## config.mk

```make
export PLATFORM = sky130hd
export DESIGN_NAME = fixed_point_line_rasterizer_flat
export DESIGN_NICKNAME = d
export VERILOG_FILES = /design/src/rtl/flr_pkg.sv /design/src/rtl/flr_if.sv /design/src/rtl/flr_cfg.sv /design/src/rtl/flr_div.sv /design/src/rtl/flr_out.sv /design/src/rtl/fixed_point_line_rasterizer.sv /design/src/flat_wrapper.sv
export SDC_FILE = /design/constraint.sdc
export NUM_CORES = 1
export LEC_CHECK = 0
export ABC_AREA = 0
export BUFFER_PORTS_ARGS = -buffer_cell sky130_fd_sc_hd__buf_2
export CAP_MARGIN = 20
export CORE_MARGIN = 2
export CORE_UTILIZATION = 50
export CTS_BUF_LIST = sky130_fd_sc_hd__clkbuf_2
export DETAILED_ROUTE_END_ITERATION = 10
export PLACE_DENSITY = 0.76
export SYNTH_ARGS = -nofsm -noshare
export SYNTH_HDL_FRONTEND = slang
export SYNTH_SLANG_ARGS = --single-unit
```

## constraint.sdc

```tcl
create_clock -name clk -period 7 [get_ports clk]
set_input_delay 1.4 -clock clk [delete_from_list [all_inputs] [get_ports clk]]
set_output_delay 1.4 -clock clk [all_outputs]
set_load 0.01 [all_outputs]
```

## src/rtl/flr_pkg.sv

```systemverilog
// ----------------------------------------------------------------------------
// flr_pkg: shared types and constants of the fixed-point line rasterizer
// Holds the register map, item codes, control state types and the record
// that carries one candidate pixel to the output stage.
// ----------------------------------------------------------------------------
package flr_pkg;

  // Default geometry of the datapath.
  localparam int COORD_BITS_DEF = 12;
  localparam int FRAC_BITS_DEF  = 16;

  // Field widths fixed by the frame buffer side.
  localparam int CFG_W   = 11;
  localparam int PIX_W   = 10;
  localparam int ADDR_W  = 20;
  localparam int COLOR_W = 8;

  // Register port geometry.
  localparam int APB_AW    = 3;
  localparam int APB_DW    = 32;
  localparam int REG_IDX_W = 1;

  // Register values after reset.
  localparam logic [CFG_W-1:0] WIDTH_RESET  = CFG_W'(640);
  localparam logic [CFG_W-1:0] HEIGHT_RESET = CFG_W'(480);

  // Register map: register index is the word address.
  typedef enum logic [REG_IDX_W-1:0] {
    REG_SCREEN_WIDTH  = 1'b0,
    REG_SCREEN_HEIGHT = 1'b1
  } reg_idx_t;

  // Input item function codes.
  localparam logic FUNC_START = 1'b0;
  localparam logic FUNC_NEXT  = 1'b1;

  // Kind of line being walked.
  typedef enum logic [1:0] {
    MODE_IDLE   = 2'd0,
    MODE_VERT   = 2'd1,
    MODE_HORZ   = 2'd2,
    MODE_SLOPED = 2'd3
  } line_mode_t;

  // Sequencer: accepting items, or waiting on the slope divider.
  typedef enum logic {
    CTRL_RUN = 1'b0,
    CTRL_DIV = 1'b1
  } ctrl_state_t;

  // Current register contents.
  typedef struct packed {
    logic [CFG_W-1:0] width;
    logic [CFG_W-1:0] height;
  } cfg_t;

  // One stepped candidate, before the address is formed.
  typedef struct packed {
    logic               pixel_valid;
    logic               line_done;
    logic [CFG_W-1:0]   x;
    logic [CFG_W-1:0]   y;
    logic [COLOR_W-1:0] color;
  } pix_t;

endpackage

```

## src/rtl/flr_if.sv

```systemverilog
// ----------------------------------------------------------------------------
// flr_if: valid/ready channels of the line rasterizer
// The request channel carries line set-up and next-pixel items; the pixel
// channel carries one result per next-pixel item.
// ----------------------------------------------------------------------------
interface flr_in_if
  import flr_pkg::*;
#(
  parameter int COORD_BITS = COORD_BITS_DEF
) ();
  logic                         valid;
  logic                         ready;
  logic                         func;
  logic signed [COORD_BITS-1:0] x_start;
  logic signed [COORD_BITS-1:0] y_start;
  logic signed [COORD_BITS-1:0] x_end;
  logic signed [COORD_BITS-1:0] y_end;
  logic [COLOR_W-1:0]           line_color;

  modport source (
    output valid, func, x_start, y_start, x_end, y_end, line_color,
    input  ready
  );
  modport sink (
    input  valid, func, x_start, y_start, x_end, y_end, line_color,
    output ready
  );
endinterface

interface flr_out_if
  import flr_pkg::*;
();
  logic               valid;
  logic               ready;
  logic               pixel_valid;
  logic [PIX_W-1:0]   pixel_x;
  logic [PIX_W-1:0]   pixel_y;
  logic [ADDR_W-1:0]  pixel_address;
  logic [COLOR_W-1:0] pixel_color;
  logic               line_done;

  modport source (
    output valid, pixel_valid, pixel_x, pixel_y, pixel_address, pixel_color, line_done,
    input  ready
  );
  modport sink (
    input  valid, pixel_valid, pixel_x, pixel_y, pixel_address, pixel_color, line_done,
    output ready
  );
endinterface

```

## src/rtl/flr_cfg.sv

```systemverilog
// ----------------------------------------------------------------------------
// flr_cfg: register file of the line rasterizer
// Screen width and height behind an APB-style port with zero wait states.
// ----------------------------------------------------------------------------
module flr_cfg
  import flr_pkg::*;
(
  input  logic              clk,
  input  logic              rst,
  input  logic              psel,
  input  logic              penable,
  input  logic              pwrite,
  input  logic [APB_AW-1:0] paddr,
  input  logic [APB_DW-1:0] pwdata,
  output logic [APB_DW-1:0] prdata,
  output logic              pready,
  output cfg_t              cfg
);

  logic [CFG_W-1:0] screen_width;
  logic [CFG_W-1:0] screen_height;
  reg_idx_t         reg_idx;
  logic             wr_en;

  // Word address selects the register; byte lanes are not decoded.
  assign reg_idx = reg_idx_t'(paddr[APB_AW-1:2]);
  assign wr_en   = psel && penable && pwrite;
  assign pready  = 1'b1;

  // Register writes in the access phase.
  always_ff @(posedge clk) begin
    if (rst) begin
      screen_width  <= WIDTH_RESET;
      screen_height <= HEIGHT_RESET;
    end else if (wr_en) begin
      unique case (reg_idx)
        REG_SCREEN_WIDTH:  screen_width  <= pwdata[CFG_W-1:0];
        REG_SCREEN_HEIGHT: screen_height <= pwdata[CFG_W-1:0];
        default: ;
      endcase
    end
  end

  // Read mux.
  always_comb begin
    prdata = '0;
    unique case (reg_idx)
      REG_SCREEN_WIDTH:  prdata = {{(APB_DW-CFG_W){1'b0}}, screen_width};
      REG_SCREEN_HEIGHT: prdata = {{(APB_DW-CFG_W){1'b0}}, screen_height};
      default:           prdata = '0;
    endcase
  end

  assign cfg.width  = screen_width;
  assign cfg.height = screen_height;

endmodule

```

## src/rtl/flr_div.sv

```systemverilog
// ----------------------------------------------------------------------------
// flr_div: serial unsigned divider for the line slope
// Restoring division, one quotient bit per cycle through a single
// subtract-and-compare unit; done pulses for one cycle at the end.
// ----------------------------------------------------------------------------
module flr_div
  import flr_pkg::*;
#(
  parameter int NUM_W = COORD_BITS_DEF + FRAC_BITS_DEF,
  parameter int DEN_W = COORD_BITS_DEF
) (
  input  logic             clk,
  input  logic             rst,
  input  logic             start,
  input  logic [NUM_W-1:0] numer,
  input  logic [DEN_W-1:0] denom,
  output logic             done,
  output logic [NUM_W-1:0] quotient
);

  localparam int CNT_W = $clog2(NUM_W);

  logic             busy;
  logic [CNT_W-1:0] count;
  logic [DEN_W-1:0] rem;
  logic [DEN_W-1:0] den;
  logic [NUM_W-1:0] quo;
  logic [DEN_W:0]   rem_sh;
  logic [DEN_W:0]   rem_sub;
  logic             fits;
  logic             last;

  // Shift in the next dividend bit and try the subtraction.
  assign rem_sh  = {rem, quo[NUM_W-1]};
  assign rem_sub = rem_sh - {1'b0, den};
  assign fits    = rem_sh >= {1'b0, den};
  assign last    = count == CNT_W'(NUM_W - 1);

  // Sequencing of the iterations.
  always_ff @(posedge clk) begin
    if (rst) begin
      busy  <= 1'b0;
      done  <= 1'b0;
      count <= '0;
    end else begin
      done <= 1'b0;
      if (start) begin
        busy  <= 1'b1;
        count <= '0;
      end else if (busy) begin
        count <= count + CNT_W'(1);
        if (last) begin
          busy <= 1'b0;
          done <= 1'b1;
        end
      end
    end
  end

  // Partial remainder and quotient shift register.
  always_ff @(posedge clk) begin
    if (start) begin
      rem <= '0;
      den <= denom;
      quo <= numer;
    end else if (busy) begin
      rem <= fits ? rem_sub[DEN_W-1:0] : rem_sh[DEN_W-1:0];
      quo <= {quo[NUM_W-2:0], fits};
    end
  end

  assign quotient = quo;

endmodule

```

## src/rtl/flr_out.sv

```systemverilog
// ----------------------------------------------------------------------------
// flr_out: address stage and output register of the line rasterizer
// Forms the linear frame address of a stepped pixel and holds the result
// beat until the receiver takes it.
// ----------------------------------------------------------------------------
module flr_out
  import flr_pkg::*;
(
  input  logic             clk,
  input  logic             rst,
  input  logic [CFG_W-1:0] width,
  input  logic             pix_valid,
  output logic             pix_ready,
  input  pix_t             pix,
  flr_out_if.source        out_ch
);

  logic [2*CFG_W-1:0] prod;
  logic [2*CFG_W-1:0] addr_sum;

  // Row times stride plus column; candidates that are not written carry zeros.
  assign prod     = pix.y * width;
  assign addr_sum = prod + (2*CFG_W)'(pix.x);

  assign pix_ready = !out_ch.valid || out_ch.ready;

  // Output beat valid.
  always_ff @(posedge clk) begin
    if (rst) begin
      out_ch.valid <= 1'b0;
    end else if (pix_ready) begin
      out_ch.valid <= pix_valid;
    end
  end

  // Output payload.
  always_ff @(posedge clk) begin
    if (pix_valid && pix_ready) begin
      out_ch.pixel_valid   <= pix.pixel_valid;
      out_ch.line_done     <= pix.line_done;
      out_ch.pixel_x       <= pix.x[PIX_W-1:0];
      out_ch.pixel_y       <= pix.y[PIX_W-1:0];
      out_ch.pixel_address <= addr_sum[ADDR_W-1:0];
      out_ch.pixel_color   <= pix.color;
    end
  end

endmodule

```

## src/rtl/fixed_point_line_rasterizer.sv

```systemverilog
// ----------------------------------------------------------------------------
// fixed_point_line_rasterizer: line walker with one candidate pixel per request
// A start beat on in_ch latches two endpoints and a color and returns nothing.
// Each next beat returns exactly one beat on out_ch: a pixel write with its
// frame address, a dropped candidate above row 0, or the end of the line.
// Axis-aligned lines run inclusively and are clipped to the screen; other
// lines step by a signed 13.16 slope from the left end, excluding the right end.
// Screen width and height are set through the APB port; the user must write
// them only while idle, as the block does not enforce it; they reset to 640 by 480.
// A next beat's result passes the step register and then the output register;
// next beats are taken one per cycle while out_ch is not stalled. A start
// beat for an axis line does not hold in_ch.ready low. A start beat for a
// sloped line holds in_ch.ready low while the serial divider forms the slope,
// one quotient bit per cycle.
// Reset is synchronous and leaves the block with no line; a next beat then
// reports the end of the line. When out_ch is stalled, one result waits in
// the output register and one in the step register, after which in_ch.ready
// drops until the receiver takes a beat.
// ----------------------------------------------------------------------------
module fixed_point_line_rasterizer
  import flr_pkg::*;
#(
  parameter int COORD_BITS = COORD_BITS_DEF,
  parameter int FRAC_BITS  = FRAC_BITS_DEF
) (
  input  logic              clk,
  input  logic              rst,
  input  logic              psel,
  input  logic              penable,
  input  logic              pwrite,
  input  logic [APB_AW-1:0] paddr,
  input  logic [APB_DW-1:0] pwdata,
  output logic [APB_DW-1:0] prdata,
  output logic              pready,
  flr_in_if.sink            in_ch,
  flr_out_if.source         out_ch
);

  localparam int CW    = COORD_BITS + 1;
  localparam int NUM_W = COORD_BITS + FRAC_BITS;
  localparam int SL_W  = NUM_W + 1;
  localparam int RUN_W = NUM_W + 1;
  localparam int ACC_W = 2 * COORD_BITS + FRAC_BITS + 1;
  localparam int RW    = ACC_W - FRAC_BITS;
  localparam int CMP_W = (CW > CFG_W + 1) ? CW : CFG_W + 1;

  cfg_t        cfg;
  ctrl_state_t ctrl_state;
  ctrl_state_t ctrl_state_next;
  line_mode_t  line_mode;

  // Line state.
  logic signed [CW-1:0]         cursor_x;
  logic signed [CW-1:0]         cursor_row;
  logic signed [COORD_BITS-1:0] limit_major;
  logic signed [ACC_W-1:0]      y_accumulator;
  logic signed [SL_W-1:0]       slope_value;
  logic [NUM_W-1:0]             slope_mag;
  logic [NUM_W-1:0]             run_offset;
  logic                         going_down;
  logic                         div_neg;
  logic [COLOR_W-1:0]           held_color;

  // Handshake and divider.
  logic             in_ready;
  logic             in_fire;
  logic             start_fire;
  logic             next_fire;
  logic             div_start;
  logic             div_done;
  logic [NUM_W-1:0] div_quo;

  // Step register between the stepper and the address stage.
  logic s1_valid;
  logic s1_ready;
  pix_t s1_data;
  pix_t res;

  // ---- Set-up decode of a start beat ----
  logic signed [COORD_BITS-1:0] xs, ys, xe, ye;
  logic signed [COORD_BITS-1:0] x_lo, x_hi, y_lo, y_hi, y0;
  logic signed [COORD_BITS-1:0] x_lo_c, y_lo_c, y0_c;
  logic signed [CW-1:0]         dx, dy, dx_abs, dy_abs;
  logic                         is_vert, is_horz, is_sloped;
  logic [NUM_W-1:0]             numer;
  logic signed [ACC_W-1:0]      acc_start;

  assign xs = in_ch.x_start;
  assign ys = in_ch.y_start;
  assign xe = in_ch.x_end;
  assign ye = in_ch.y_end;

  assign is_vert   = xs == xe;
  assign is_horz   = !is_vert && (ys == ye);
  assign is_sloped = !is_vert && !is_horz;

  assign x_lo = (xs < xe) ? xs : xe;
  assign x_hi = (xs < xe) ? xe : xs;
  assign y_lo = (ys < ye) ? ys : ye;
  assign y_hi = (ys < ye) ? ye : ys;
  assign y0   = (xs < xe) ? ys : ye;

  // Clamp at column or row zero.
  assign x_lo_c = x_lo[COORD_BITS-1] ? '0 : x_lo;
  assign y_lo_c = y_lo[COORD_BITS-1] ? '0 : y_lo;
  assign y0_c   = y0[COORD_BITS-1] ? '0 : y0;

  assign dx     = CW'(xe) - CW'(xs);
  assign dy     = CW'(ye) - CW'(ys);
  assign dx_abs = dx[CW-1] ? -dx : dx;
  assign dy_abs = dy[CW-1] ? -dy : dy;
  assign numer  = {dy_abs[COORD_BITS-1:0], {FRAC_BITS{1'b0}}};

  assign acc_start = {{(ACC_W-COORD_BITS-FRAC_BITS){1'b0}}, y0_c, {FRAC_BITS{1'b0}}};

  assign in_fire    = in_ch.valid && in_ready;
  assign start_fire = in_fire && (in_ch.func == FUNC_START);
  assign next_fire  = in_fire && (in_ch.func == FUNC_NEXT);

  // ---- Stepper: compares against the current screen size ----
  logic signed [CMP_W-1:0] cx_e, cr_e, lim_e, w_e, h_e;
  logic signed [CMP_W-1:0] min_lw, min_lw1, min_lh1;
  logic signed [ACC_W-1:0] run_e, row_sum;
  logic signed [RW-1:0]    row, h_row;
  logic [RUN_W-1:0]        run_step;
  logic                    col_done;
  logic                    finish_line, vert_adv, horz_adv, slope_adv;

  assign cx_e  = CMP_W'(cursor_x);
  assign cr_e  = CMP_W'(cursor_row);
  assign lim_e = CMP_W'(limit_major);
  assign w_e   = CMP_W'($signed({1'b0, cfg.width}));
  assign h_e   = CMP_W'($signed({1'b0, cfg.height}));

  assign min_lw  = (lim_e < w_e) ? lim_e : w_e;
  assign min_lw1 = (lim_e < w_e - CMP_W'(1)) ? lim_e : w_e - CMP_W'(1);
  assign min_lh1 = (lim_e < h_e - CMP_W'(1)) ? lim_e : h_e - CMP_W'(1);

  // Row of the current candidate: accumulator plus or minus run, floored.
  assign run_e   = $signed({{(ACC_W-NUM_W){1'b0}}, run_offset});
  assign row_sum = going_down ? y_accumulator + run_e : y_accumulator - run_e;
  assign row     = row_sum[ACC_W-1:FRAC_BITS];
  assign h_row   = $signed({{(RW-CFG_W){1'b0}}, cfg.height});

  // Next run offset; the column is finished once it reaches the magnitude.
  assign run_step = {1'b0, run_offset} + (RUN_W'(1) << FRAC_BITS);
  assign col_done = run_step >= {1'b0, slope_mag};

  // Decision for one next beat.
  always_comb begin
    res         = '0;
    finish_line = 1'b0;
    vert_adv    = 1'b0;
    horz_adv    = 1'b0;
    slope_adv   = 1'b0;
    unique case (line_mode)
      MODE_VERT: begin
        if (cx_e < 0 || cx_e >= w_e || cr_e > min_lh1) begin
          finish_line = 1'b1;
        end else begin
          res.pixel_valid = 1'b1;
          res.x           = cx_e[CFG_W-1:0];
          res.y           = cr_e[CFG_W-1:0];
          res.color       = held_color;
          vert_adv        = 1'b1;
        end
      end
      MODE_HORZ: begin
        if (cr_e < 0 || cr_e >= h_e || cx_e > min_lw1) begin
          finish_line = 1'b1;
        end else begin
          res.pixel_valid = 1'b1;
          res.x           = cx_e[CFG_W-1:0];
          res.y           = cr_e[CFG_W-1:0];
          res.color       = held_color;
          horz_adv        = 1'b1;
        end
      end
      MODE_SLOPED: begin
        if (cx_e >= min_lw || row >= h_row) begin
          finish_line = 1'b1;
        end else begin
          slope_adv = 1'b1;
          // A candidate above row zero is dropped but still stepped.
          if (!row[RW-1]) begin
            res.pixel_valid = 1'b1;
            res.x           = cx_e[CFG_W-1:0];
            res.y           = row[CFG_W-1:0];
            res.color       = held_color;
          end
        end
      end
      default: finish_line = 1'b1;
    endcase
    res.line_done = finish_line;
  end

  // ---- Line state update ----
  always_ff @(posedge clk) begin
    if (rst) begin
      line_mode     <= MODE_IDLE;
      cursor_x      <= '0;
      cursor_row    <= '0;
      limit_major   <= '0;
      y_accumulator <= '0;
      slope_value   <= '0;
      slope_mag     <= '0;
      run_offset    <= '0;
      going_down    <= 1'b0;
      div_neg       <= 1'b0;
      held_color    <= '0;
    end else if (start_fire) begin
      held_color <= in_ch.line_color;
      run_offset <= '0;
      if (is_vert) begin
        line_mode   <= MODE_VERT;
        cursor_x    <= CW'(xs);
        cursor_row  <= CW'(y_lo_c);
        limit_major <= y_hi;
      end else if (is_horz) begin
        line_mode   <= MODE_HORZ;
        cursor_row  <= CW'(ys);
        cursor_x    <= CW'(x_lo_c);
        limit_major <= x_hi;
      end else begin
        line_mode     <= MODE_IDLE;
        y_accumulator <= acc_start;
        cursor_x      <= CW'(x_lo_c);
        limit_major   <= x_hi;
        div_neg       <= dx[CW-1] ^ dy[CW-1];
      end
    end else if (next_fire) begin
      if (finish_line) begin
        line_mode <= MODE_IDLE;
      end
      if (vert_adv) begin
        cursor_row <= cursor_row + CW'(1);
      end
      if (horz_adv) begin
        cursor_x <= cursor_x + CW'(1);
      end
      if (slope_adv) begin
        if (col_done) begin
          run_offset    <= '0;
          y_accumulator <= y_accumulator + ACC_W'(slope_value);
          cursor_x      <= cursor_x + CW'(1);
        end else begin
          run_offset <= run_step[NUM_W-1:0];
        end
      end
    end else if (div_done) begin
      // Slope truncated toward zero: sign applied to the magnitude quotient.
      slope_value <= div_neg ? -$signed({1'b0, div_quo}) : $signed({1'b0, div_quo});
      slope_mag   <= div_quo;
      going_down  <= !div_neg && (|div_quo);
      line_mode   <= (|div_quo) ? MODE_SLOPED : MODE_IDLE;
    end
  end

  // ---- Sequencer ----
  always_ff @(posedge clk) begin
    if (rst) begin
      ctrl_state <= CTRL_RUN;
    end else begin
      ctrl_state <= ctrl_state_next;
    end
  end

  // Next state.
  always_comb begin
    ctrl_state_next = ctrl_state;
    unique case (ctrl_state)
      CTRL_RUN: if (div_start) ctrl_state_next = CTRL_DIV;
      CTRL_DIV: if (div_done) ctrl_state_next = CTRL_RUN;
      default:  ctrl_state_next = CTRL_RUN;
    endcase
  end

  // Sequencer outputs.
  always_comb begin
    in_ready  = 1'b0;
    div_start = 1'b0;
    unique case (ctrl_state)
      CTRL_RUN: begin
        in_ready  = !s1_valid || s1_ready;
        div_start = in_ch.valid && in_ready && (in_ch.func == FUNC_START) && is_sloped;
      end
      CTRL_DIV: begin
        in_ready  = 1'b0;
        div_start = 1'b0;
      end
      default: ;
    endcase
  end

  assign in_ch.ready = in_ready;

  // ---- Step register ----
  always_ff @(posedge clk) begin
    if (rst) begin
      s1_valid <= 1'b0;
    end else if (next_fire) begin
      s1_valid <= 1'b1;
    end else if (s1_ready) begin
      s1_valid <= 1'b0;
    end
  end

  always_ff @(posedge clk) begin
    if (next_fire) begin
      s1_data <= res;
    end
  end

  // ---- Submodules ----
  flr_cfg u_cfg (
    .clk     (clk),
    .rst     (rst),
    .psel    (psel),
    .penable (penable),
    .pwrite  (pwrite),
    .paddr   (paddr),
    .pwdata  (pwdata),
    .prdata  (prdata),
    .pready  (pready),
    .cfg     (cfg)
  );

  flr_div #(
    .NUM_W (NUM_W),
    .DEN_W (COORD_BITS)
  ) u_div (
    .clk      (clk),
    .rst      (rst),
    .start    (div_start),
    .numer    (numer),
    .denom    (dx_abs[COORD_BITS-1:0]),
    .done     (div_done),
    .quotient (div_quo)
  );

  flr_out u_out (
    .clk       (clk),
    .rst       (rst),
    .width     (cfg.width),
    .pix_valid (s1_valid),
    .pix_ready (s1_ready),
    .pix       (s1_data),
    .out_ch    (out_ch)
  );

  // ---- Assertions ----
`ifndef ASSERT_OFF
  a_div_done_in_div: assert property (@(posedge clk) disable iff (rst)
    div_done |-> ctrl_state == CTRL_DIV)
    else $error("slope divider finished outside of the divide phase");

  a_start_enters_div: assert property (@(posedge clk) disable iff (rst)
    div_start |=> ctrl_state == CTRL_DIV && !in_ch.ready)
    else $error("sloped line set-up did not block the request channel");

  a_run_below_mag: assert property (@(posedge clk) disable iff (rst)
    line_mode == MODE_SLOPED |-> run_offset < slope_mag)
    else $error("run offset reached the slope magnitude");

  a_step_reg_holds: assert property (@(posedge clk) disable iff (rst)
    s1_valid && !s1_ready |=> s1_valid && $stable(s1_data))
    else $error("stepped pixel overwritten while the output stage was full");
`endif

endmodule
```

## src/flat_wrapper.sv

```systemverilog
// flat-port wrapper written by rule: the top's interface ports become plain ports
module fixed_point_line_rasterizer_flat import flr_pkg::*;
#(
  parameter int COORD_BITS = COORD_BITS_DEF,
  parameter int FRAC_BITS  = FRAC_BITS_DEF
)
  (clk, rst, psel, penable, pwrite, paddr, pwdata, prdata, pready, in_ch_valid, in_ch_func, in_ch_x_start, in_ch_y_start, in_ch_x_end, in_ch_y_end, in_ch_line_color, in_ch_ready, out_ch_valid, out_ch_pixel_valid, out_ch_pixel_x, out_ch_pixel_y, out_ch_pixel_address, out_ch_pixel_color, out_ch_line_done, out_ch_ready);
  flr_in_if #(.COORD_BITS(COORD_BITS)) in_ch_i ();
  flr_out_if out_ch_i ();
  input  logic clk;
  input  logic rst;
  input  logic psel;
  input  logic penable;
  input  logic pwrite;
  input  logic [APB_AW-1:0] paddr;
  input  logic [APB_DW-1:0] pwdata;
  output logic [APB_DW-1:0] prdata;
  output logic pready;
  input wire logic [$bits(in_ch_i.valid)-1:0] in_ch_valid;
  input wire logic [$bits(in_ch_i.func)-1:0] in_ch_func;
  input wire logic [$bits(in_ch_i.x_start)-1:0] in_ch_x_start;
  input wire logic [$bits(in_ch_i.y_start)-1:0] in_ch_y_start;
  input wire logic [$bits(in_ch_i.x_end)-1:0] in_ch_x_end;
  input wire logic [$bits(in_ch_i.y_end)-1:0] in_ch_y_end;
  input wire logic [$bits(in_ch_i.line_color)-1:0] in_ch_line_color;
  output wire logic [$bits(in_ch_i.ready)-1:0] in_ch_ready;
  output wire logic [$bits(out_ch_i.valid)-1:0] out_ch_valid;
  output wire logic [$bits(out_ch_i.pixel_valid)-1:0] out_ch_pixel_valid;
  output wire logic [$bits(out_ch_i.pixel_x)-1:0] out_ch_pixel_x;
  output wire logic [$bits(out_ch_i.pixel_y)-1:0] out_ch_pixel_y;
  output wire logic [$bits(out_ch_i.pixel_address)-1:0] out_ch_pixel_address;
  output wire logic [$bits(out_ch_i.pixel_color)-1:0] out_ch_pixel_color;
  output wire logic [$bits(out_ch_i.line_done)-1:0] out_ch_line_done;
  input wire logic [$bits(out_ch_i.ready)-1:0] out_ch_ready;
  assign in_ch_i.valid = in_ch_valid;
  assign in_ch_i.func = in_ch_func;
  assign in_ch_i.x_start = in_ch_x_start;
  assign in_ch_i.y_start = in_ch_y_start;
  assign in_ch_i.x_end = in_ch_x_end;
  assign in_ch_i.y_end = in_ch_y_end;
  assign in_ch_i.line_color = in_ch_line_color;
  assign in_ch_ready = in_ch_i.ready;
  assign out_ch_valid = out_ch_i.valid;
  assign out_ch_pixel_valid = out_ch_i.pixel_valid;
  assign out_ch_pixel_x = out_ch_i.pixel_x;
  assign out_ch_pixel_y = out_ch_i.pixel_y;
  assign out_ch_pixel_address = out_ch_i.pixel_address;
  assign out_ch_pixel_color = out_ch_i.pixel_color;
  assign out_ch_line_done = out_ch_i.line_done;
  assign out_ch_i.ready = out_ch_ready;
  fixed_point_line_rasterizer #(.COORD_BITS(COORD_BITS), .FRAC_BITS(FRAC_BITS)) u_core (.clk(clk), .rst(rst), .psel(psel), .penable(penable), .pwrite(pwrite), .paddr(paddr), .pwdata(pwdata), .prdata(prdata), .pready(pready), .in_ch(in_ch_i), .out_ch(out_ch_i));
endmodule
```

## Yosys cells after proc, flatten, opt, wreduce, memory -nomap -nowiden

Index checks and enable logic that the tools add are counted.

| word-level totals | value |
|---|---|
| bits in registers | 342 |
| latch bits | 0 |
| RAM bits | 0 |
| bits in read-only memories | 0 |
| word-level logic and storage cells | 202 |
| memories kept | 0 |

| cells by class | value |
|---|---|
| add/subtract/negate cells | 16 |
| multipliers | 1 |
| divide/modulo/power cells | 0 |
| magnitude comparators | 15 |
| equality and inequality tests | 10 |
| shift-type cells | 0 |
| multiplexer cells | 74 |
| bitwise logic cells | 9 |
| reduce and logical (&&, ||, !) cells | 43 |

Operator list:

| cell | count |
|---|---|
| 2-to-1 mux 41 bit | 7 |
| 2-to-1 mux 13 bit | 14 |
| 2-to-1 mux 30 bit | 4 |
| 2-to-1 mux 12 bit | 9 |
| case mux 30 bit (3 select lines) | 1 |
| 2-to-1 mux 28 bit | 3 |
| adder 41 x 29 -> 41 bit | 2 |
| case mux 32 bit (2 select lines) | 1 |
| less-than comparator 12 bit | 5 |
| subtractor 41 x 29 -> 41 bit | 1 |
| greater-or-equal comparator 13 x 12 -> 1 bit | 3 |
| 2-to-1 mux 11 bit | 3 |
| adder 28 x 17 -> 29 bit, second input constant | 1 |
| greater-or-equal comparator 29 x 28 -> 1 bit | 1 |
| 2-to-1 mux 29 bit | 1 |
| negator 28 -> 29 bit | 1 |
| OR reduction 28 bit | 1 |
| adder 13 x 2 -> 13 bit, second input constant | 2 |
| greater-than comparator 13 bit | 2 |
| less-than comparator 13 x 1 -> 1 bit, second input constant | 2 |
| subtractor 12 x 12 -> 13 bit | 2 |
| greater-or-equal comparator 25 x 12 -> 1 bit | 1 |
| == test 12 bit | 2 |
| negator 12 bit | 2 |
| other kinds (28) | 97 |

## Longest topological paths before layout

Gate-level depths: netlist of the first run.

| logic depth | value |
|---|---|
| depth after elaboration | 12 |
| gate-level depth with buffers | 33 |

## By module

A second synthesis of the first run with hierarchy kept.

| unflattened totals | value |
|---|---|
| cells, all modules | 3203 |
| area, all modules | 27888.0 um^2 |

By module, submodules not included:

| module | times used | cells an instance | area an instance (um^2) | sequential area each (um^2) |
|---|---|---|---|---|
| fixed_point_line_rasterizer | 1 | 2279 | 17996.0 | 4184.0 |
| flr_out | 1 | 543 | 5656.7 | 1521.5 |
| flr_div | 1 | 255 | 3010.4 | 1581.5 |
| flr_cfg | 1 | 126 | 1224.9 | 440.4 |

## Worst setup path after synthesis of the first run

OpenSTA, ideal clock, no wires.

| path | value |
|---|---|
| path type | flip-flop to flip-flop |
| start point | register u_core.u_cfg.screen_width[0] |
| end point | register u_core.cursor_x[1] |
| library setup time | 0.133 ns |
| data arrival time | 5.897 ns |
| required time | 6.867 ns |
| setup slack | 0.970 ns |
| cell stages (with the launch flop) | 33 |
| clock period less this slack | 6.030 ns |
| cells stage by stage | dfxtp_1 > clkbuf_1 > inv_1 > ha_1 > ha_1 > o21a_1 > o21a_1 > o21a_1 > o21a_1 > o21ai_0 > nand2b_1 > a21oi_1 > nor2b_1 > o21ai_0 > a21oi_1 > o22ai_1 > clkbuf_1 > a21oi_1 > ha_1 > nor2b_1 > o21a_1 > o21a_1 > o21ai_0 > a211o_1 > a41oi_1 > or4_1 > a2111oi_0 > o21bai_1 > o21ai_2 > buf_6 > mux2_1 > a21oi_1 > nor3_1 |

| between the ends | value |
|---|---|
| cells in the longest elaborated chain, start to end | 12 |
| elaborated cells on any way between the ends | 18 |

Ends and longest elaborated chain:

| item | RTL line | source |
|---|---|---|
| start: declaration | flr_cfg.sv:20 | `logic [CFG_W-1:0] screen_width;` |
| start signal: assignment | flr_cfg.sv:37 | `REG_SCREEN_WIDTH: screen_width <= pwdata[CFG_W-1:0];` |
| subtractor 11 x 1 -> 12 bit | fixed_point_line_rasterizer.sv:136 | `assign min_lw1 = (lim_e < w_e - CMP_W'(1)) ? lim_e : w_e - CMP_W'(1);` |
| less-than comparator 12 bit | fixed_point_line_rasterizer.sv:136 |  |
| 2-to-1 mux 13 bit | fixed_point_line_rasterizer.sv:136 |  |
| greater-than comparator 13 bit | fixed_point_line_rasterizer.sv:169 | `if (cr_e < 0 \|\| cr_e >= h_e \|\| cx_e > min_lw1) begin` |
| logical OR 1 bit | fixed_point_line_rasterizer.sv:169 |  |
| 2-to-1 mux 1 bit | fixed_point_line_rasterizer.sv:169 |  |
| 2-to-1 mux 1 bit | fixed_point_line_rasterizer.sv:156 | `unique case (line_mode)` |
| 2-to-1 mux 13 bit | fixed_point_line_rasterizer.sv:239 | `if (horz_adv) begin` |
| 2-to-1 mux 13 bit | fixed_point_line_rasterizer.sv:243 | `if (col_done) begin` |
| 2-to-1 mux 13 bit * | fixed_point_line_rasterizer.sv:242 | `if (slope_adv) begin` |
| 2-to-1 mux 13 bit * | fixed_point_line_rasterizer.sv:232 | `end else if (next_fire) begin` |
| 2-to-1 mux 13 bit * | fixed_point_line_rasterizer.sv:212 | `end else if (start_fire) begin` |
| end signal: assignment | fixed_point_line_rasterizer.sv:217 | `cursor_x <= CW'(xs);` |
| end signal: assignment | fixed_point_line_rasterizer.sv:240 | `cursor_x <= cursor_x + CW'(1);` |
| end signal: assignment | fixed_point_line_rasterizer.sv:246 | `cursor_x <= cursor_x + CW'(1);` |
| end: declaration | fixed_point_line_rasterizer.sv:53 | `logic signed [CW-1:0] cursor_x;` |

Every way passes the cells marked *; elsewhere a longest branch is shown, timed or not. The select of a mux whose other input is x is not followed.
A chain may end at the register's enable or synchronous reset.

## Worst setup path after layout of the first run

| path | value |
|---|---|
| start point | register u_core.u_cfg.screen_width[1] |
| end point | register u_core.y_accumulator[3] |

| between the ends | value |
|---|---|
| cells in the longest elaborated chain, start to end | 8 |

Ends and longest elaborated chain:

| item | RTL line | source |
|---|---|---|
| less-than comparator 12 bit | fixed_point_line_rasterizer.sv:135 | `assign min_lw = (lim_e < w_e) ? lim_e : w_e;` |
| 2-to-1 mux 13 bit * | fixed_point_line_rasterizer.sv:135 |  |
| greater-or-equal comparator 13 bit * | fixed_point_line_rasterizer.sv:180 | `if (cx_e >= min_lw \|\| row >= h_row) begin` |
| logical OR 1 bit * | fixed_point_line_rasterizer.sv:180 |  |
| 2-to-1 mux 1 bit * | fixed_point_line_rasterizer.sv:180 |  |
| 2-to-1 mux 1 bit * | fixed_point_line_rasterizer.sv:156 |  |
| nonzero test 2 bit (no line) * | - |  |
| AND reduction 5 bit (no line) * | - |  |
| end signal: assignment | fixed_point_line_rasterizer.sv:227 | `y_accumulator <= acc_start;` |
| end signal: assignment | fixed_point_line_rasterizer.sv:245 | `y_accumulator <= y_accumulator + ACC_W'(slope_value);` |
| end: declaration | fixed_point_line_rasterizer.sv:56 | `logic signed [ACC_W-1:0] y_accumulator;` |

Every way passes the cells marked *; elsewhere a longest branch is shown, timed or not.

==> summary.md, run 1 <==
The flow ran to the end, and the final reports show no timing, DRC or antenna violations. The multi-input combinational cells in the finished layout cover a total of 17900 um^2. The die covers 56100 um^2. The run gives 0 as the number of max-capacitance violations reported. The path class of the tightest hold or removal check is reg -> reg. The via count of the first global-routing pass came out at 22900. For this design, the CTS-stage hold fixing added 0 buffers.

By startpoint and endpoint, the worst setup path is classified as reg -> reg. At the later pin of the worst-skew pair, clock insertion delay measures 1080 ps. The adder-cell area share of the yosys netlist is 0.201.

The clock sink count came out at 325. The detailed router finished its first iteration with 1754 violations. The design draws 5000 uW. The post-route cell area is 29300 um^2, and the number of CTS-inserted buffers is 87.

The detailed placement HPWL was 55600 um; the number of placed I/O pins was 184. The dominant combinational cell family by area after synthesis is adder cells. The flip-flop and latch count after synthesis is 325, and the count of H-tree levels built during CTS is 3. The tools report the placement-stage cell area as 28400 um^2. The worst slew margin relative to its limit was 0.336; the data required time at the worst endpoint was 7850 ps.

The distinct cell type count after synthesis came out at 94. The overall routing resource usage was 0.261. The share of the cycle needed by the critical path after routing was 0.944; the worst-path maximum fanout was 15. Adding up every negative setup slack in the final design gives 0 ps. Setup violations remaining at the end of the flow were counted as 0. The die extent in y was 237 um; the async set-or-reset flop fraction in the synthesized netlist was 0. The largest individual stage delay along the critical path comes from the cell sky130_fd_sc_hd__ha_1. TritonCTS built the clock tree.

The run gives 0.505 as the starting density of the core. The routed layout has 24000 vias. The global-route wire length before repair came out at 118000 um. The most used flip-flop cell after synthesis is sky130_fd_sc_hd__dfxtp_1. The type of element capturing the critical path is a register. After the last flow step, the layout net total stands at 3867.

The ratio of routed vias to standard cells came out at 5.77. Number of antenna violations at the first check in global routing: 5. Synthesis produced a netlist whose cell count is 3267. The delay of the slowest cell on the worst path is 540 ps. The total power density per cell area was 171 nW/um^2; the post-detailed-route DRC marker count was 0.

The hold violation count in the final report is 0, and the leakage dissipation is 0.0128 uW. Entering global routing, the biggest net connects 83 pins. The filler cells instantiated in the layout total 5028. The share of the synthesized area in compound gates (AO/OA/AOI/OAI) is 0.187.

Type of origin of the critical path: a register. The mux share of post-synthesis cell area came out at 0.0209. The count of yosys warnings during synthesis is 0. The logs give 0 for the number of max-slew violations in the final report and 85 for the row count. Summing every instance area after synthesis gives 27100 um^2. Broken down by cell family, the worst path's largest delay share belongs to compound AO/OA/AOI/OAI gates.

The fraction of the mapped netlist area in simple logic gates is 0.189. The area growth from synthesis to layout is 7.95%, and the number of nets with antenna violations after detailed routing is 0. At the pin with the least slew margin, the transition time is 996 ps. Setup repair after global routing left no endpoint under its margin. Timing would allow up to 151 MHz.

Worst-case vdd ir drop: 0.144 mV. The share of post-route cells with drive strength above 1 was 0.109; the number of synthesized flops with an enable pin was 106. Setup skew after layout: 104 ps.

The time the worst path needs with I/O delays and setup was 6610 ps; the data arrival time at the worst-slack endpoint was 7460 ps. Averaged over all synthesized cells, the footprint is 8.29 um^2. Buffers placed on the I/O ports in this run total 138. In the final layout, flip-flops and latches occupy 7570 um^2. The critical path contains buffers and inverters numbering 2 combined.

The run gives 3 as the maximum count of clock buffers along a single path. The total global routing overflow is 0, and the area of the core is 53700 um^2. At the end of routability-driven placement, the weighted congestion stood at 0.970. Dividing the detail-routed wire length by the instance count gives 17.7 um. The logs give 6 for the number of iterations in the first detailed-routing pass and 73500 um for the total detailed-routing wirelength. For the sequential cell area fraction in the yosys report, the log shows 0.279. In this design, the critical path's most frequently occurring cell is sky130_fd_sc_hd__a21oi_1.

The area share of xor/xnor cells in the synthesized design is 0.0585, and the clock-pin slew reported for the worst setup and hold paths after clock tree synthesis is 90 ps. The die is 237 um wide. Clock tree synthesis selected as its root buffer the cell sky130_fd_sc_hd__clkbuf_2.
## timing repair
| action | 4_1_cts | 5_1_grt |
|---|---|---|
| endpoints found under the setup margin | 0 | 4 |
| hold endpoints to repair | 0 | 0 |
| resized for setup | 0 | 3 |
| setup buffers | 0 | 0 |
## final timing paths
path	depth (start not counted)	startpoint	slack, ps	endpoint
worst max register to register	31	u_core.u_cfg.screen_width[1]	390	u_core.y_accumulator[3]
worst max-delay path	31	u_core.u_cfg.screen_width[1]	390	u_core.y_accumulator[3]
worst min-delay path	0	u_core.s1_data[30]	420	u_core.u_out.out_ch.line_done
worst min register to register	0	u_core.s1_data[30]	420	u_core.u_out.out_ch.line_done
## final cells by class
cell class	count	area share
Tap cell	696	0.0298
Clock buffer	130	0.0222
Sequential cell	325	0.259
Timing Repair Buffer	188	0.0376
Inverter	259	0.0334
Multi-Input combinational cell	2529	0.612
Clock inverter	28	0.00586
Antenna cell	5	0.000428
## cell usage after synthesis, drive strengths merged (56+ instances only)
library cell  number  share of area
edfxtp           106           0.12
nor2b             59          0.014
nor2             265          0.037
a21oi            285          0.053
o21ai            178          0.033
dfxtp            219           0.16
inv              257          0.036
fa                94          0.069
xor2              73          0.024
nand2            377          0.052
clkbuf           130          0.018
ha               284           0.13
nor3              61          0.011
and2              56          0.013
nand3             87          0.016
xnor2            108          0.035
## layer usage
metal	wire, um	global-route usage	up-vias
li1	-	-	11700
met3	5070	0.0389	179
met1	31300	0.333	11300
met4	2970	0.122	0
met5	0	0	-
met2	34200	0.434	790
## sequential cells by signal, summed over array words and instances, names as in the netlist, 13 cells and up
name and flops:
u_core.slope_mag 28, u_core.cr_e 13, u_core.y_accumulator 41, u_core.cursor_x 13, u_core.slope_value 28, u_core.s1_data 32
u_core.u_div.quotient 28, u_core.u_out.out_ch.pixel_address 20
## cells by family (layout without fill, tap and decap cells)
group | Yosys count | in the layout
buf+inv | 433 | 605
simple gates | 1087 | 1087
mux | 56 | 56
xor+xnor | 181 | 181
other cells | 2 | 27
fa+ha+maj | 378 | 378
flops | 325 | 325
compound gates | 805 | 805
## through the flow
stage | instances | setup WS (ps) | hold slack, ps | util
2_1_floorplan | 3287 | 970 | 400 | -
3_3_place_gp | 3995 | 504 | 401 | 0.528
3_5_place_dp | 3995 | 446 | 405 | 0.528
4_1_cts | 4153 | 401 | 414 | 0.543
5_1_grt | 4160 | 35.0 | 438 | 0.545
6_report | 4160 | 395 | 421 | 0.545
## report_power, final
part	internal, uW	switching, uW	total, uW
sequential	2060	98.6	2160
clock	571	844	1420
combinational	581	851	1430
total	3210	1790	5000
## cells in the final DEF, fill, tap and decap left out, drive strengths merged, types with 61 or more instances in the layout
| master | count |
|---|---|
| xnor2 | 108 |
| a21oi | 285 |
| fa | 94 |
| xor2 | 73 |
| ha | 284 |
| edfxtp | 106 |
| nor2 | 265 |
| buf | 188 |
| dfxtp | 219 |
| nand3 | 87 |
| o21ai | 178 |
| inv | 259 |
| nand2 | 377 |
| nor3 | 61 |
| clkbuf | 130 |
## worst reg2reg max path, delay by kind of cell, from the launching register on
kind	cells	cell delay [ps]
compound gates	16	3170
fa+ha+maj	3	1100
buf+inv	2	330
flops	1	330
mux	1	260
simple gates	9	1210
Note: power is estimated with default switching activity, not from simulation.
==> run 2, diff against run 1 <==
--- a/config.mk
+++ b/config.mk
@@ -10,7 +10,7 @@
 export CAP_MARGIN = 20
 export CORE_MARGIN = 2
 export CORE_UTILIZATION = 50
-export CTS_BUF_LIST = sky130_fd_sc_hd__clkbuf_2
+export CTS_BUF_LIST = sky130_fd_sc_hd__clkbuf_4 sky130_fd_sc_hd__clkbuf_8
 export DETAILED_ROUTE_END_ITERATION = 10
 export PLACE_DENSITY = 0.76
 export SYNTH_ARGS = -nofsm -noshare
==> run 2 against run 1 <==
Effect of this change: fmax grew 0.57%; final area up 1.6%; hold slack lost 5.5 ps; power rose by 12%; utilization up 0.89 points; routed wire length is 0.33% higher; largest cell class unchanged; highest routed layer is now met5.
==> summary.md, run 2 (same netlist as run 1, synthesis figures left out) <==
The run finished with clean final reports. The flip-flop count of the largest register, all copies and words added is 41 (unchanged). Detailed-route via count: 23800 (-0.69%). For the data required time at the worst endpoint, the log shows 7510 ps (-340 ps). The initial DRC count is 1747 (-0.40%), and the worst-case vdd ir drop is 0.149 mV (+3.8%). The row count came out at 85 (unchanged). The clock root buffer master was sky130_fd_sc_hd__clkbuf_8. The time the worst path needs with I/O delays and setup was 6570 ps (-37.1 ps).

The number of cells on the worst hold path came out at 0 (unchanged). TritonCTS built the clock tree. The detailed route wirelength on metal3 was 4820 um (-5.0%). The number of placed I/O pins came out at 184 (unchanged). The ratio of routed vias to standard cells was 5.80 (+0.49%).

The number of max-slew violations in the final report came out at 0 (unchanged). The area growth from synthesis to layout is 9.71%. The number of logic stages on the critical path including buffering works out to 31 (unchanged). The count of H-tree levels built during CTS came out at 2 (-1). The post-route cell area was 29700 um^2 (+1.6%); the via count of the first global-routing pass was 22700 (-1.0%). The number of gates given a new drive strength after cts is 0 (unchanged), and the total detailed-routing wirelength is 73700 um (+0.33%). The overall routing resource usage came out at 0.261 (about the same).

The delay of the slowest cell on the worst path was 540 ps (about the same). The switching power of the nets was 1800 uW (+0.26%). The least setup slack across all paths after layout was 432 ps (+37.1 ps). In this design, the largest share of critical-path delay is due to compound AO/OA/AOI/OAI gates. The placement-stage cell area is 28400 um^2 (unchanged), and the final setup violation count is 0 (unchanged). For the maximum number of pins on one net before global-route repair, the log shows 83 (unchanged). The number of port buffers is 138 (unchanged).

For the post-detailed-route DRC marker count, the log shows 0 (unchanged). The cell-internal power is 3800 uW (+18%). For the number of CTS-inserted buffers, the log shows 59 (-32%). The fraction of power consumed by sequential logic was 0.386 (-0.045); the die width was 237 um (unchanged).

Total power density per cell area: 188 nW/um^2 (+10%). For the clock network fraction of design power, the log shows 0.358 (+0.075). The fraction of power consumed by combinational cells came out at 0.256 (-0.030). The number of buffers added for setup after CTS is 0 (unchanged). The register bank with the most flops is u_core.y_accumulator. The library cell used most frequently in the layout, excluding fill and tap cells, is sky130_fd_sc_hd__nand2_1. The hold violation count in the final report is 0 (unchanged). The type of origin of the critical path was a register.

The critical path is of the reg -> reg type. The worst-path maximum fanout is 15 (unchanged). Global placer's final weighted congestion: 0.970 (unchanged). The slowest stage of the critical path belongs to the cell sky130_fd_sc_hd__ha_1. The worst-case reg-to-reg path depth is 31 (unchanged). The timing-limited maximum frequency came out at 152 MHz (+0.57%).

The logs give 700 ps (-380 ps) for the clock latency on the worst-skew pair and 53700 um^2 (unchanged) for the area of the core. The run gives 446 ps (unchanged) as the post-placement setup slack. In this design, the critical path's most frequently occurring cell is sky130_fd_sc_hd__a21oi_1. The data arrival time at the worst-slack endpoint is 7080 ps (-380 ps).

Leakage dissipation: 0.0129 uW (+0.43%). Setup skew after layout: 53.9 ps (-49.7 ps). The die extent in y came out at 237 um (unchanged). Classification of the worst-slack hold path: reg -> reg. The type of element capturing the critical path was a register. The number of iterations in the first detailed-routing pass is 6 (unchanged), and the number of antenna violations at the first check in global routing is 5 (unchanged).

The area enclosed by the die boundary is 56100 um^2 (unchanged), and the total number of nets in the final design is 3839 (-0.72%). The post-detailed-route wirelength per cell works out to 17.9 um (+1.5%). The run gives 0 (unchanged) as the number of nets with antenna violations after detailed routing.

Switching portion of total power: 0.321 (-0.0373). The uppermost metal layer occupied by signal nets was met5. The share of the cycle needed by the critical path after routing is 0.938 (-0.00530), and the detailed-routed wire length on met2 is 34200 um (about the same). The run gives 0.505 (unchanged) as the starting density of the core. The worst slew margin relative to its limit came out at 0.329 (-0.00728). The cts-stage hold buffer count is 0 (unchanged).

The detailed placement HPWL is 55600 um (unchanged). The maximum count of clock buffers along a single path is 3 (unchanged), and the transition time of the tightest slew-check pin is 1010 ps (+10.9 ps). The combined buffer and inverter count along the critical path works out to 2 (unchanged).

The clock sink count is 325 (unchanged), and the clock-pin slew reported for the worst setup and hold paths after clock tree synthesis is 60 ps (-30 ps). The setup TNS is 0 ps (unchanged). Setup repair after global routing left no endpoint under its margin.

Share of post-route cells with drive strength above 1: 0.0982 (-0.0111). In the final layout, the registers with the most flip-flops are u_core.y_accumulator: 41 flops, u_core.s1_data: 32 flops. The run gives 118000 um (-0.14%) as the global-route wire length before repair. The library cells used most frequently in the layout, excluding fill and tap cells, are 374 x sky130_fd_sc_hd__nand2_1, 285 x sky130_fd_sc_hd__a21oi_1, 284 x sky130_fd_sc_hd__ha_1. The number of max-capacitance violations reported was 0 (unchanged); the detailed-route wire length on metal 1 was 31500 um (+0.54%). For the total global routing overflow, the log shows 0 (unchanged). The tools report the power consumption as 5600 uW (+12%).
[run 2: power by group through the flow]
stage,clock [uW],sequential [uW],combinational [uW]
after CTS,2050,2160,1410
after detailed placement,0,2200,1400
final,2010,2160,1430
after global placement,0,2200,1370
after global routing,2140,2170,1610
after floorplan,0,2160,1070
[run 2: per-layer routing]
layer	vias to the layer above	GRT usage
met4	2	0.119
met1	11200	0.334
li1	11600	-
met2	771	0.435
met5	-	0
met3	188	0.0392
[run 2: path summary, 6_finish.rpt]
check,slack [ps],end,startpoint
max reg2reg,430,u_core.y_accumulator[3],u_core.u_cfg.screen_width[1]
min reg2reg,420,u_core.u_out.out_ch.line_done,u_core.s1_data[30]
max,430,u_core.y_accumulator[3],u_core.u_cfg.screen_width[1]
min,420,u_core.u_out.out_ch.line_done,u_core.s1_data[30]
[run 2: per-stage QoR]
stage | hold WS, ps | util | cells
floorplan | 400 | - | 3287
global placement | 401 | 0.528 | 3995
detailed placement | 405 | 0.528 | 3995
CTS | 418 | 0.553 | 4105
global route | 427 | 0.554 | 4111
finish | 416 | 0.554 | 4111
[run 2: final cells by class]
class / count / area, um^2
Antenna cell: 4 / 10.0
Clock buffer: 86 / 1060
Clock inverter: 24 / 243
Fill cell: 4955 / 24000
Inverter: 259 / 972
Multi-Input combinational cell: 2529 / 17900
Sequential cell: 325 / 7570
Tap cell: 696 / 871
Timing Repair Buffer: 188 / 1100
==> run 3, diff against run 2 <==
--- a/config.mk
+++ b/config.mk
@@ -13,6 +13,7 @@
 export CTS_BUF_LIST = sky130_fd_sc_hd__clkbuf_4 sky130_fd_sc_hd__clkbuf_8
 export DETAILED_ROUTE_END_ITERATION = 10
 export PLACE_DENSITY = 0.76
+export REMOVE_ABC_BUFFERS = 1
 export SYNTH_ARGS = -nofsm -noshare
 export SYNTH_HDL_FRONTEND = slang
 export SYNTH_SLANG_ARGS = --single-unit
==> constraint.sdc (replaced) <==
create_clock -name clk -period 7 [get_ports clk]
set_input_delay 0 -clock clk [delete_from_list [all_inputs] [get_ports clk]]
set_output_delay 0 -clock clk [all_outputs]
set_load 0.01 [all_outputs]
==> run 3 against run 2 <==
Effect of this change: clock skew is 5.8 ps higher; non-clock buffer count rose by 113; sequential share of layout area is 1.0 points lower; flip-flop and latch count is the same; via count is 2.2% higher; hold slack lost 380 ps.
==> summary.md, run 3 (same netlist as run 1, synthesis figures left out) <==
The run finished with clean final reports. The via count of the first global-routing pass is 23700 (+4.2%), and the number of nets with antenna violations after detailed routing is 0 (unchanged). The run gives 0.577 (+0.0232) as the final standard cell utilization of the core.

For the number of buffers added for setup after CTS, the log shows 0 (unchanged). The tools report the maximum number of pins on one net before global-route repair as 83 (unchanged). The tools report the type of element capturing the critical path as a register. The filler cell count was 4685 (-5.4%). The clock latency on the worst-skew pair is 690 ps (about the same). Most frequent cell on the critical path: sky130_fd_sc_hd__o21a_1. Setup repair after global routing left no endpoint under its margin. The tools report the total global routing overflow as 0 (unchanged). TritonCTS built the clock tree. The run gives 28400 um^2 (about the same) as the placement-stage cell area. The number of CTS-inserted buffers is 58 (-1.7%), and the number of port buffers is 138 (unchanged). The leakage dissipation was 0.0135 uW (+4.5%); the starting density of the core was 0.505 (unchanged). The transition time of the tightest slew-check pin was 1100 ps (+95.2 ps); the number of max-slew violations in the final report was 0 (unchanged).

The worst slew margin relative to its limit was 0.262 (-0.0669); the total number of nets in the final design was 3951 (+2.9%). The tools report the clock root buffer master as sky130_fd_sc_hd__clkbuf_8. Share of post-route cells with drive strength above 1: 0.0996 (+0.00142). The global-route wire length before repair was 121000 um (+3.0%). The post-placement setup slack is 450 ps (+3.80 ps), and the hold violation count in the final report is 0 (unchanged). Leading cell type in the layout, fill and taps excluded: sky130_fd_sc_hd__nand2_1.

The area of the core is 53700 um^2 (unchanged), and the delay of the slowest cell on the worst path is 600 ps (+60 ps). The logs give 154 MHz (+0.91%) for the timing-limited maximum frequency and 2 (unchanged) for the count of H-tree levels built during CTS. The largest individual stage delay along the critical path comes from the cell sky130_fd_sc_hd__dlygate4sd3_1. For the global placer's final weighted congestion, the log shows 0.983 (+1.4%). The total detailed-routing wirelength was 75100 um (+1.8%); the die width was 237 um (unchanged).

Flip-flop count of the largest register, all copies and words added: 41 (unchanged). The worst hold path belongs to the class in -> reg. The tools report the number of placed I/O pins as 184 (unchanged). The largest registers in the layout are u_core.y_accumulator: 41 flops, u_core.s1_data: 32 flops.

The class of the most critical setup path was reg -> reg. The tools report the least setup slack across all paths after layout as 491 ps (+59.1 ps). The worst setup slack for register-to-register paths is 490 ps (+60 ps), and the clock-pin slew reported for the worst setup and hold paths after clock tree synthesis is 70 ps (about the same). For the row count, the log shows 85 (unchanged).

The setup skew after layout came out at 59.7 ps (+5.80 ps). The tools report the post-route cell area as 31000 um^2 (+4.2%). The time the worst path needs with I/O delays and setup is 6510 ps (-59.1 ps), and the data required time at the worst endpoint is 7630 ps (+120 ps). The worst-path maximum fanout is 13 (-2).

The run gives 24400 (+2.2%) as the detailed-route via count. STA classifies the critical path startpoint as a register. For the post-detailed-route DRC marker count, the log shows 0 (unchanged). The area growth from synthesis to layout is 14.3%, and the die extent in y is 237 um (unchanged). The logs give 7 (+2) for the number of antenna violations at the first check in global routing and 0 (unchanged) for the number of max-capacitance violations reported.

The top cell types in the final layout, fill and taps aside, are 374 x sky130_fd_sc_hd__nand2_1, 285 x sky130_fd_sc_hd__a21oi_1, 283 x sky130_fd_sc_hd__ha_1. The run gives 0.169 mV (+13%) as the worst-case vdd ir drop. The run gives 0 (unchanged) as the final setup violation count. The total power density per cell area works out to 187 nW/um^2 (-0.81%). The setup TNS is 0 ps (unchanged), and the ratio of routed vias to standard cells is 5.77 (-0.51%). The worst hold margin was 32.4 ps (-383 ps); the number of iterations in the first detailed-routing pass was 6 (unchanged). For the data arrival time at the worst-slack endpoint, the log shows 7140 ps (+60 ps).

Area enclosed by the die boundary: 56100 um^2 (unchanged). The run gives 325 (unchanged) as the clock sink count. The initial DRC count is 2016 (+15%), and the share of the cycle needed by the critical path after routing is 0.930 (-0.00845). The logs give 55700 um (+0.19%) for the detailed placement HPWL and 0.266 (+0.00527) for the overall routing resource usage. Counting flops per register, the top entry is u_core.y_accumulator. The post-detailed-route wirelength per cell is 17.8 um (-0.89%). The run gives 3 (unchanged) as the maximum count of clock buffers along a single path.
## run 3: worst paths after layout
check,start,endpoint,cells after the start
setup / recovery,u_core.u_cfg.screen_width[1],u_core.cursor_x[2],30
hold / removal,in_ch_x_end[4],u_core.cursor_x[4],4
setup reg to reg,u_core.u_cfg.screen_width[1],u_core.cursor_x[2],30
hold reg to reg,u_core.s1_data[0],u_core.u_out.out_ch.pixel_color[0],0
## run 3: worst max-delay path: cells and delay by family, from the launching register on
family / cells / cell delay (ps)
AOI/OAI and AO/OA: 20 / 3680
and+or+nand+nor: 5 / 870
adders and majority gates: 3 / 880
DFF: 1 / 330
buffers and inverters: 2 / 680
## run 3: what timing repair did
item / CTS / global route
hold buffers: 113 / 0
endpoints found under the hold margin: 109 / 0
gates resized for setup: 0 / 12
setup endpoints to repair: 0 / 23
## run 3: layer usage
layer	global-route usage	share of wire
met5	0	0.00055
met4	0.107	0.040
met3	0.0402	0.066
met2	0.457	0.47
met1	0.335	0.42
## run 3: area by class of cell
cell class	instances	area [um^2]	share of cell area
Tap cell	696	871	0.0281
Timing Repair Buffer	301	2210	0.0714
Clock buffer	88	1120	0.0361
Sequential cell	325	7570	0.244
Antenna cell	4	10.0	0.000323
Inverter	259	976	0.0315
Multi-Input combinational cell	2529	18000	0.580
Clock inverter	21	270	0.00872
## run 3: through the flow
step	power [uW]	cells
CTS	5790	4219
finish	5790	4223
detailed placement	3600	3997
global route	6090	4222
global placement	3570	3996
floorplan	3190	3113
## run 3: report_power, final
| part | internal, uW | leakage [uW] | total, uW | switching [uW] |
|---|---|---|---|---|
| sequential | 2060 | 0.00276 | 2170 | 104 |
| combinational | 636 | 0.00999 | 1510 | 872 |
| clock | 1250 | 0.000729 | 2110 | 868 |
